--- config.mk ---
export PLATFORM = sky130hd
export DESIGN_NAME = quoted_token_extractor_unit
export DESIGN_NICKNAME = d
export VERILOG_FILES = /design/src/hw/rtl/qte_pkg.sv /design/src/hw/rtl/qte_step.sv /design/src/hw/rtl/quoted_token_extractor_unit.sv
export SDC_FILE = /design/constraint.sdc
export NUM_CORES = 1
export LEC_CHECK = 0
export ABC_CLOCK_PERIOD_IN_PS = 3400
export BUFFER_PORTS_ARGS = -buffer_cell sky130_fd_sc_hd__buf_2
export CORE_MARGIN = 4
export CORE_UTILIZATION = 52
export CTS_BUF_LIST = sky130_fd_sc_hd__clkbuf_16
export DETAILED_ROUTE_END_ITERATION = 7
export PLACE_DENSITY = 0.87
export RECOVER_POWER = 25
export REMOVE_ABC_BUFFERS = 1
export SLEW_MARGIN = 15
export SYNTH_ARGS = -nofsm -noshare
export SYNTH_HDL_FRONTEND = slang
export SYNTH_HIERARCHICAL = 1
export SYNTH_SLANG_ARGS = --single-unit
--- constraint.sdc ---
create_clock -name clk -period 3.4 [get_ports clk]
set_clock_uncertainty 0.1 [all_clocks]
set_input_delay 0.17 -clock clk [delete_from_list [all_inputs] [get_ports clk]]
set_output_delay 0.17 -clock clk [all_outputs]
set_load 0.1 [all_outputs]
--- src/hw/rtl/qte_pkg.sv ---
// Package for the quoted token extractor: scan mode codes, character
// constants, field widths, the result struct and the whitespace test.
// No dependencies.
package qte_pkg;

  localparam int POSITION_BITS_DEFAULT = 16;

  localparam int START_POS_W = 16;
  localparam int END_POS_W   = 16;
  localparam int BYTE_W      = 8;
  localparam int COUNT_W     = 2;

  localparam logic [BYTE_W-1:0] CH_NUL    = 8'h00;
  localparam logic [BYTE_W-1:0] CH_QUOTE  = 8'h22;
  localparam logic [BYTE_W-1:0] CH_BSLASH = 8'h5C;
  localparam logic [BYTE_W-1:0] CH_SPACE  = 8'h20;
  localparam logic [BYTE_W-1:0] CH_TAB    = 8'h09;
  localparam logic [BYTE_W-1:0] CH_CR     = 8'h0D;

  localparam logic [COUNT_W-1:0] EMIT_NONE = 2'd0;
  localparam logic [COUNT_W-1:0] EMIT_ONE  = 2'd1;
  localparam logic [COUNT_W-1:0] EMIT_TWO  = 2'd2;

  typedef enum logic [1:0] {
    MODE_SKIP   = 2'd0,
    MODE_PLAIN  = 2'd1,
    MODE_QUOTED = 2'd2,
    MODE_ESCAPE = 2'd3
  } scan_mode_t;

  typedef struct packed {
    logic [COUNT_W-1:0]   emit_count;
    logic [BYTE_W-1:0]    first_byte;
    logic [BYTE_W-1:0]    second_byte;
    logic                 token_done;
    logic [END_POS_W-1:0] end_position;
  } result_t;

  // Space, TAB, LF, VT, FF and CR.
  function automatic logic is_blank(input logic [BYTE_W-1:0] c);
    return (c == CH_SPACE) || ((c >= CH_TAB) && (c <= CH_CR));
  endfunction

endpackage

--- src/hw/rtl/qte_step.sv ---
// Combinational step of the token scanner: given the current scan state and
// one input transaction, computes the next state and the result.
// Depends on qte_pkg.
module qte_step #(
  parameter int POSITION_BITS = qte_pkg::POSITION_BITS_DEFAULT
) (
  input  logic                              start_req,
  input  logic [qte_pkg::START_POS_W-1:0]   start_position,
  input  logic [qte_pkg::BYTE_W-1:0]        byte_in,
  input  logic                              last,
  input  qte_pkg::scan_mode_t               mode,
  input  logic [POSITION_BITS-1:0]          position,
  input  logic                              finished,
  output qte_pkg::scan_mode_t               mode_next,
  output logic [POSITION_BITS-1:0]          position_next,
  output logic                              finished_next,
  output qte_pkg::result_t                  result
);
  import qte_pkg::*;

  localparam logic [POSITION_BITS-1:0] POS_MAX = '1;

  scan_mode_t               mode_eff;
  logic [POSITION_BITS-1:0] pos_eff;
  logic [POSITION_BITS-1:0] pos_inc;
  logic                     fin_eff;
  logic [31:0]              start_wide;
  logic [POSITION_BITS-1:0] endp;
  logic [31:0]              endp_wide;
  logic                     done;

  assign start_wide = 32'(start_position);
  assign endp_wide  = 32'(endp);

  always_comb begin
    mode_eff = start_req ? MODE_SKIP : mode;
    pos_eff  = start_req ? start_wide[POSITION_BITS-1:0] : position;
    fin_eff  = start_req ? 1'b0 : finished;
    pos_inc  = (pos_eff == POS_MAX) ? POS_MAX : pos_eff + 1'b1;

    mode_next     = mode_eff;
    position_next = pos_eff;
    finished_next = fin_eff;
    done          = 1'b0;
    endp          = '0;
    result        = '0;

    if (!fin_eff) begin
      if (byte_in == CH_NUL) begin
        done = 1'b1;
        endp = pos_eff;
      end else begin
        unique case (mode_eff)
          MODE_SKIP: begin
            if (is_blank(byte_in)) begin
              mode_next = MODE_SKIP;
            end else if (byte_in == CH_QUOTE) begin
              mode_next = MODE_QUOTED;
            end else begin
              mode_next         = MODE_PLAIN;
              result.emit_count = EMIT_ONE;
              result.first_byte = byte_in;
            end
          end
          MODE_PLAIN: begin
            if (is_blank(byte_in)) begin
              done = 1'b1;
              endp = pos_eff;
            end else begin
              result.emit_count = EMIT_ONE;
              result.first_byte = byte_in;
            end
          end
          MODE_QUOTED: begin
            if (byte_in == CH_BSLASH) begin
              mode_next = MODE_ESCAPE;
            end else if (byte_in == CH_QUOTE) begin
              done = 1'b1;
              endp = pos_eff;
            end else begin
              result.emit_count = EMIT_ONE;
              result.first_byte = byte_in;
            end
          end
          MODE_ESCAPE: begin
            mode_next = MODE_QUOTED;
            if ((byte_in == CH_QUOTE) || (byte_in == CH_BSLASH)) begin
              result.emit_count = EMIT_ONE;
              result.first_byte = byte_in;
            end else begin
              result.emit_count  = EMIT_TWO;
              result.first_byte  = CH_BSLASH;
              result.second_byte = byte_in;
            end
          end
          default: begin
            mode_next = MODE_SKIP;
          end
        endcase
        // Last byte of the string ends the scan one past its position.
        if (!done && last) begin
          done = 1'b1;
          endp = pos_inc;
        end
      end
      if (done) begin
        finished_next = 1'b1;
      end else begin
        position_next = pos_inc;
      end
    end

    result.token_done   = done;
    result.end_position = endp_wide[END_POS_W-1:0];
  end

endmodule

--- src/hw/rtl/quoted_token_extractor_unit.sv ---
// Top level of the quoted token extractor: input register, scan state,
// result register and stream handshakes.
// Depends on qte_pkg and qte_step.

// The unit takes one character per transaction on the slave stream and
// returns exactly one result transaction per input, in order. A start flag in
// s_tuser opens a scan at the given position; leading whitespace is skipped,
// a plain token ends at whitespace, a quoted token ends at the closing quote,
// and inside quotes backslash escapes emit one or two bytes. The result
// carries the emitted bytes and, on the transaction that ends the scan,
// m_tlast with the end position. Throughput is one transaction per clock
// cycle while the result side does not stall. A transaction is registered
// first in the input register and then in the result register, where
// m_tvalid rises and the result can be taken. The scan state update is a
// single small mode machine evaluated between those two registers, so a
// new character is taken every cycle as long as the result register is
// empty or being taken; while a result waits downstream, the input holds.
module quoted_token_extractor_unit #(
  parameter int POSITION_BITS = qte_pkg::POSITION_BITS_DEFAULT
) (
  input  logic        clk,
  input  logic        rst,
  input  logic        s_tvalid,
  output logic        s_tready,
  input  logic [23:0] s_tdata,   // [15:0] start_position, [23:16] byte_in
  input  logic [0:0]  s_tuser,   // [0] start_req
  input  logic        s_tlast,   // last
  output logic        m_tvalid,
  input  logic        m_tready,
  output logic [39:0] m_tdata,   // [1:0] emit_count, [9:2] first_byte,
                                 // [17:10] second_byte, [33:18] end_position,
                                 // [39:34] zero
  output logic        m_tlast    // token_done
);
  import qte_pkg::*;

  // Input register.
  logic                   in_valid;
  logic                   in_start;
  logic [START_POS_W-1:0] in_pos;
  logic [BYTE_W-1:0]      in_byte;
  logic                   in_last;

  // Scan state, updated when a transaction moves into the result register.
  scan_mode_t               mode;
  logic [POSITION_BITS-1:0] position;
  logic                     finished;

  scan_mode_t               mode_next;
  logic [POSITION_BITS-1:0] position_next;
  logic                     finished_next;

  // Result register.
  logic    out_valid;
  result_t out_res;
  result_t res;

  logic advance;

  // The input register drains whenever the result register is empty or is
  // being taken in this cycle.
  assign advance  = in_valid && (!out_valid || m_tready);
  assign s_tready = !in_valid || advance;

  qte_step #(
    .POSITION_BITS(POSITION_BITS)
  ) u_step (
    .start_req      (in_start),
    .start_position (in_pos),
    .byte_in        (in_byte),
    .last           (in_last),
    .mode           (mode),
    .position       (position),
    .finished       (finished),
    .mode_next      (mode_next),
    .position_next  (position_next),
    .finished_next  (finished_next),
    .result         (res)
  );

  always_ff @(posedge clk) begin
    if (rst) begin
      in_valid  <= 1'b0;
      out_valid <= 1'b0;
      mode      <= MODE_SKIP;
      position  <= '0;
      finished  <= 1'b1;
    end else begin
      if (s_tready) begin
        in_valid <= s_tvalid;
      end
      if (advance) begin
        out_valid <= 1'b1;
        mode      <= mode_next;
        position  <= position_next;
        finished  <= finished_next;
      end else if (m_tready) begin
        out_valid <= 1'b0;
      end
    end
  end

  // Payload registers carry no reset.
  always_ff @(posedge clk) begin
    if (s_tready && s_tvalid) begin
      in_start <= s_tuser[0];
      in_pos   <= s_tdata[15:0];
      in_byte  <= s_tdata[23:16];
      in_last  <= s_tlast;
    end
    if (advance) begin
      out_res <= res;
    end
  end

  assign m_tvalid = out_valid;
  assign m_tlast  = out_res.token_done;
  assign m_tdata  = {6'b0, out_res.end_position, out_res.second_byte,
                     out_res.first_byte, out_res.emit_count};

  // At most two bytes are ever emitted per transaction.
  a_emit_range: assert property (@(posedge clk) disable iff (rst)
    m_tvalid |-> (m_tdata[1:0] != 2'd3))
    else $error("emit_count out of range");

  // End position is reported only with the done flag.
  a_endp_only_done: assert property (@(posedge clk) disable iff (rst)
    (m_tvalid && !m_tlast) |-> (m_tdata[33:18] == '0))
    else $error("end_position set without token_done");

  // A two-byte escape always leads with the backslash.
  a_escape_pair: assert property (@(posedge clk) disable iff (rst)
    (m_tvalid && (m_tdata[1:0] == EMIT_TWO)) |-> (m_tdata[9:2] == CH_BSLASH))
    else $error("two-byte emit without leading backslash");

  // Ending a scan leaves the block idle.
  a_done_idle: assert property (@(posedge clk) disable iff (rst)
    (advance && res.token_done) |=> finished)
    else $error("scan ended but block not idle");

  // With an empty result register the input side never stalls.
  a_no_stall: assert property (@(posedge clk) disable iff (rst)
    !out_valid |-> s_tready)
    else $error("input stalled with empty result register");

endmodule
==> impl_metrics.yaml, run 1 <==
synthesis:
  synth_seq_cells: 82
  synth_area_um2: 4767
  synth_flop_cell: "edfxtp_1"
  yosys_warnings: 6
  async_flop_share_pct: 0
  yosysTopAreaCell: "edfxtp_1"
  syn_inst: 445
  yosysTopAreaCellShare_pct: 38.43
  synth_area_leaders: "edfxtp_1 38%, dfxtp_1 8.8%, mux2i_1 8.0%, nand2b_1 5.6%, mux2_2 1.9%"
  postSynthAreaPerCell_um2: 10.71
  synth_cell_types: 67
  yosysSeqAreaShare_pct: 47.24
  synth-edff-count: 61
route:
  vias: 4001
  wl_per_cell_um: 18.51
  route.detailed.drc: 0
  wirelength_um: 11920
  drtIter0Drc: 438
  ant_nets: 0
  vias_per_cell: 6.213
  dr.pass1.iters: 5
die:
  boundaryPins: 73
  fp-row-count: 34
  fp.coreArea_um2: 8806
  start_util_pct: 54.13
  die_w_um: 103.7
  die_h_um: 103.7
  dieArea_um2: 10760
final_layout:
  num_antenna_cells: 0
  fin_cells: 644
  finish.utilization_pct: 63.87
  syn_to_final_growth_pct: 17.98
  final_nets: 566
  drive_gt1_share_pct: 19.03
grt:
  antenna_found_initial: 0
  overflow: 0
  first_global_vias: 3854
  grt_pass1_wl_um: 20030
  grt_usage_pct: 22.77
  grt_max_degree: 41
critical_path:
  path_common_cell: "nand2b_1"
  criticalPathCategory: "register to register"
  cp_max_fo: 12
  endpoint_kind: "register"
  cp.arrival_ns: 2.99
  crit_chain: "nand2b_1 > ha_1 > and4_1 > and3_1 > nand2b_1 > nor2_1 > o22ai_1"
  cp_slowest_cell: "nor2_1"
  cp-start-kind: "register"
  slowest_delay_ns: 0.86
  worstPathRequired_ns: 3.34
  critical_path_buf_inv_count: 0
  crit_family: "simple AND/OR/NAND/NOR gates"
sta:
  slew_violations: 0
  rsz0062_at_grt: "no"
  period_needed_ns: 3.050
  fmax_mhz: 327.8
  hold_violations: 0
  post-route-period-util_pct: 89.71
  tightest_slew_ns: 1.182
  relSlewSlack_pct: 21.55
  setup_viol: 0
worst_hold_path:
  hold_path_class: "input port to register"
clocking:
  clock_latency_ns: 0.34
  cts_tree: "yes"
  cts.sinks: 82
  htreeDepth: 3
  cts.repair.resized: 0
  cts_setup_buffers: 0
  cts.clk_slew.worst_paths_ns: 0.06
  clockRootBuffer: "clkbuf_16"
  cts_max_path_buffers: 2
  numCtsBuffers: 9
placed_design:
  gp_congestion: 1.003
  place_inst: 602
  io_buffers: 66
  dp_hpwl_um: 8022
power:
  p_per_area_nw_per_um2: 442.8
  p_leak_nw: 2.105
  ir_drop_mv: 0.3565
flow_run:
  cap_violations: 0
outcome:
  status: "finished, final reports clean"
==> metal layers <==
layer | track usage, % | share of wire [%] | vias to the layer above
met4 | 7.028 | 2.1 | 0
met1 | 32.45 | 45 | 1869
li1 | - | - | 1861
met3 | 5.410 | 9.1 | 26
met5 | 0 | 0 | -
met2 | 34.53 | 44 | 245
==> path summary, 6_finish.rpt <==
| check | end | slack (ns) | start | cells past startpoint |
|---|---|---|---|---|
| setup / recovery | m_tdata[21]$_DFFE_PP_ | 0.35 | in_start$_DFFE_PP_ | 7 |
| hold / removal | in_valid$_SDFFE_PP0P_ | 0.01 | s_tvalid | 3 |
| setup reg to reg | m_tdata[21]$_DFFE_PP_ | 0.35 | in_start$_DFFE_PP_ | 7 |
| hold reg to reg | position[11]$_SDFFE_PP0P_ | 0.38 | position[11]$_SDFFE_PP0P_ | 2 |
==> worst register-to-register path: stages, from the launching register on <==
cell	delay, ns
edfxtp_1	0.41
nand2b_1	0.24
ha_1	0.29
and4_1	0.23
and3_1	0.18
nand2b_1	0.21
nor2_1	0.86
o22ai_1	0.21
==> cells by family (layout without fill, tap and decap cells) <==
| group | Yosys count | in the layout | share of synthesized area (%) |
|---|---|---|---|
| AND/OR/NAND/NOR | 181 | 181 | 22.13 |
| AO/OA/AOI/OAI | 85 | 85 | 13.65 |
| flip-flops | 82 | 82 | 47.24 |
| multiplexers | 46 | 46 | 9.869 |
| buffers and inverters | 45 | 131 | 5.722 |
| adder cells (fa/ha/maj) | 5 | 5 | 1.312 |
| other | 1 | 6 | 0.07866 |
==> layout by cell type, fill, tap and decap left out, drive strengths merged, types with 6 or more instances in the layout <==
cell type / count
nor2: 23
nor2b: 9
clkbuf: 26
edfxtp: 61
and2: 14
o21ai: 10
dfxtp: 21
inv: 9
buf: 63
and3: 7
nor4: 9
nand3: 15
a31oi: 13
dlygate4sd3: 26
nand2: 23
nand4: 8
nand2b: 44
nor3: 12
mux2i: 38
conb: 6
mux2: 8
a21oi: 13
==> Yosys cell counts, types with 2 or more instances <==
cell,n
a211oi_1,2
a21oi_1,13
a221oi_2,3
a22oi_1,3
a2bb2oi_1,2
a31oi_1,12
a32o_1,4
and2_1,14
and3_1,7
and4_1,4
buf_12,2
buf_2,6
buf_4,8
buf_6,3
clkbuf_1,15
dfxtp_1,21
edfxtp_1,61
ha_1,5
inv_1,9
mux2_2,8
mux2i_1,38
nand2_1,23
nand2b_1,43
nand3_1,15
nand3b_1,3
nand4_1,8
nand4b_1,4
nor2_1,22
nor2b_1,6
nor2b_4,3
nor3_1,12
nor4_1,8
o2111ai_1,2
o211ai_1,5
o21ai_0,9
o22ai_1,2
o31ai_1,3
o32ai_1,5
o41ai_1,3
or3_1,2
==> per-stage QoR <==
step / cell area [µm²] / setup TNS (ns) / worst slack [ns] / hold WS, ns / power [W]
detailed placement: 5121 / 0 / 0.4378 / 0.2481 / 0.001604
global route: 5624 / 0 / 0.1563 / 0.02249 / 0.002585
global placement: 5121 / 0 / 0.4921 / 0.2460 / 0.001597
finish: 5624 / 0 / 0.3497 / 0.01491 / 0.002490
floorplan: 4547 / -1.393 / -0.1938 / 0.1391 / 0.001501
CTS: 5653 / 0 / 0.4031 / 0.009045 / 0.002495
==> final cells by class <==
type                    instances  area [µm²]
multi-input cells             323        2257
fillers                       698        3182
well taps                     108       135.1
flip-flops and latches         82        2252
inverters                       9       33.78
repair buffers                106       674.4
clock buffers                   9       225.2
clock inverters                 7       46.29
==> sequential cells by signal (all words and copies together) (netlist names), 2 cells and up <==
signal	cells
mode	2
in_pos	16
m_tdata	34
in_byte	8
position	16
==> repair_timing <==
| item | 4_1_cts | 5_1_grt |
|---|---|---|
| setup endpoints to repair | 0 | 0 |
| endpoints found under the hold margin | 26 | 0 |
| hold buffers | 26 | 0 |
==> power breakdown <==
part           switching (W)  internal, W  total (W)
registers          0.0000355      0.00113    0.00116
logic               0.000319     0.000128   0.000447
clock network       0.000388     0.000491   0.000879
Power figures use the tool's default switching activity.
==> run 2: changes to the inputs <==
--- a/config.mk
+++ b/config.mk
@@ -7,5 +7,5 @@
 export LEC_CHECK = 0
 export ABC_CLOCK_PERIOD_IN_PS = 3400
-export BUFFER_PORTS_ARGS = -buffer_cell sky130_fd_sc_hd__buf_2
+export BUFFER_PORTS_ARGS = -buffer_cell sky130_fd_sc_hd__clkbuf_2
 export CORE_MARGIN = 4
 export CORE_UTILIZATION = 52
==> constraint.sdc (replaced) <==
create_clock -name clk -period 3.4 [get_ports clk]
set_clock_uncertainty 0.1 [all_clocks]
set_input_delay 0.51 -clock clk [delete_from_list [all_inputs] [get_ports clk]]
set_output_delay 0.51 -clock clk [all_outputs]
set_load 0.1 [all_outputs]
==> run 2 against run 1 <==
Compared with the run above: count of clock-buffer cells in the layout unchanged; sequential cell count unchanged; wire length decreased by 1.2%; sequential share of layout area increased by 1.0 points; via count decreased by 1.5%; first-iteration DRC count decreased by 13%; worst hold slack improved by 0.23 ns; critical path type unchanged; highest routed layer unchanged.
==> impl_metrics.yaml, run 2 (same netlist as run 1, synthesis figures left out) <==
placed_design:
  gp_congestion: 0.9705
  io_buffers: 66
  place_area_um2: 5136
  place_inst: 604
  dp_hpwl_um: 8224
  dp_slack_ns: 0.3390
clocking:
  numCtsBuffers: 9
  cts_setup_buffers: 0
  cts.clk_slew.worst_paths_ns: 0.07
  clock_latency_ns: 0.33
  cts_tree: "yes"
  cts.repair.resized: 0
  cts_max_path_buffers: 2
  cts.sinks: 82
  htreeDepth: 3
  clockRootBuffer: "clkbuf_16"
  hold_buffers: 0
die:
  start_util_pct: 54.13
  dieArea_um2: 10760
  fp-row-count: 34
  boundaryPins: 73
  fp.coreArea_um2: 8806
  die_h_um: 103.7
  die_w_um: 103.7
grt:
  overflow: 0
  first_global_vias: 3787
  grt_pass1_wl_um: 19620
  grt_usage_pct: 21.99
  antenna_found_initial: 0
  grt_max_degree: 41
route:
  wirelength_um: 11770
  dr.pass1.iters: 8
  vias: 3940
  vias_per_cell: 6.355
  ant_nets: 0
  drtIter0Drc: 379
  wl_per_cell_um: 18.99
  route.detailed.drc: 0
final_layout:
  syn_to_final_growth_pct: 15.12
  largest_reg_flops: 34
  layout_common_cells: "63 x clkbuf_2, 61 x edfxtp_1, 43 x nand2b_1"
  post-route-cell-area_um2: 5488
  layout_commonest_cell: "clkbuf_2"
  drive_gt1_share_pct: 22.85
  final-seq-area_um2: 2252
  num_antenna_cells: 0
  multiInputGateArea_um2: 2257
  final_nets: 542
  fillerInstances: 705
  fin_cells: 620
sta:
  setup_tns_ns: 0
  fmax_mhz: 320.0
  rsz0062_at_grt: "no"
  relSlewSlack_pct: 2.588
  tightest_slew_ns: 1.461
  setup_viol: 0
  hold-worst-slack_ns: 0.2487
  slew_violations: 0
  hold_violations: 0
  finalWorstSetupSlack_ns: 0.2746
  post-route-period-util_pct: 91.92
  period_needed_ns: 3.125
power:
  clkPwrFrac_pct: 42.7
  p_per_area_nw_per_um2: 506.2
  power.switching_fraction_pct: 26.85
  combPwrFrac_pct: 15.5
  ir_drop_mv: 0.2876
  p_int_w: 0.002032
  seqPwrFrac_pct: 41.8
  switching_power_w: 0.0007458
  p_leak_nw: 2.108
critical_path:
  worstPathRequired_ns: 3.32
  r2r_cells: 7
  endpoint_kind: "register"
  rr_endpoint: "m_tdata[20]$_DFFE_PP_"
  crit_start: "in_start$_DFFE_PP_"
  cp-start-kind: "register"
  r2r_start: "in_start$_DFFE_PP_"
  cp_max_fo: 12
  cp.arrival_ns: 3.04
  criticalPathCategory: "register to register"
  r2r_slack_ns: 0.27
worst_hold_path:
  hold_depth: 1
  hold_end: "in_byte[4]$_DFFE_PP_"
  hp-start: "s_tdata[20]"
  hold_path_class: "input port to register"
outcome:
  status: "finished, final reports clean"
flow_run:
  cap_violations: 0
-- run 2: cell types whose count changed in the layout (fill, tap and decap cells not counted), moves of 2 or more --
cell / previous run / this run
clkbuf_1: 17 / 4
bufinv_16: 0 / 4
dlygate4sd3_1: 26 / 0
clkinv_2: 2 / 0
clkbuf_2: 0 / 63
buf_2: 49 / 0
clkinvlp_4: 2 / 0
-- run 2: through the flow --
step           total power [W]  util, %
4_1_cts               0.002791    62.49
5_1_grt               0.002874    62.32
3_3_place_gp          0.001597    58.33
6_report              0.002778    62.32
2_1_floorplan         0.001501        -
3_5_place_dp          0.001607    58.33
-- run 2: how the worst max path moves through the flow --
stage | endpoint
after floorplan | m_tdata[23]$_DFFE_PP_
after global placement | m_tdata[20]$_DFFE_PP_
after detailed placement | m_tdata[32]$_DFFE_PP_
after CTS | m_tdata[20]$_DFFE_PP_
after global routing | m_tdata[32]$_DFFE_PP_
final | m_tdata[20]$_DFFE_PP_
-- run 2: critical path: stages, from the launching register on --
cell and delay, ns:
edfxtp_1 0.45, nand2b_1 0.26, ha_1 0.28, and4_1 0.22, and3_1 0.19, nand2b_1 0.21
nor2_1 0.86, a311oi_1 0.25
-- run 2: routing by layer --
metal  global-route usage [%]  part of all wire, %  vias up  wire, µm
met2                    33.41                   45      227      5254
met5                        0                    0        -         0
li1                         -                    -     1801         -
met1                    31.08                   45     1884      5267
met3                    5.970                  9.0       28      1064
met4                    6.078                  1.6        0       187
-- run 2: power groups by stage --
stage               Sequential, W  Combinational (W)  Clock [W]
global placement          0.00118           0.000417          0
CTS                       0.00116           0.000427    0.00120
global route              0.00117           0.000454    0.00125
finish                    0.00116           0.000429    0.00119
detailed placement        0.00118           0.000424          0
floorplan                 0.00132           0.000185          0
-- run 2: layout make-up --
cell class / instances / area share [%]
inverters: 9 / 0.6156
multi-input cells: 323 / 41.13
clock buffers: 9 / 4.104
repair buffers: 82 / 8.071
clock inverters: 7 / 2.576
well taps: 108 / 2.462
flip-flops and latches: 82 / 41.04
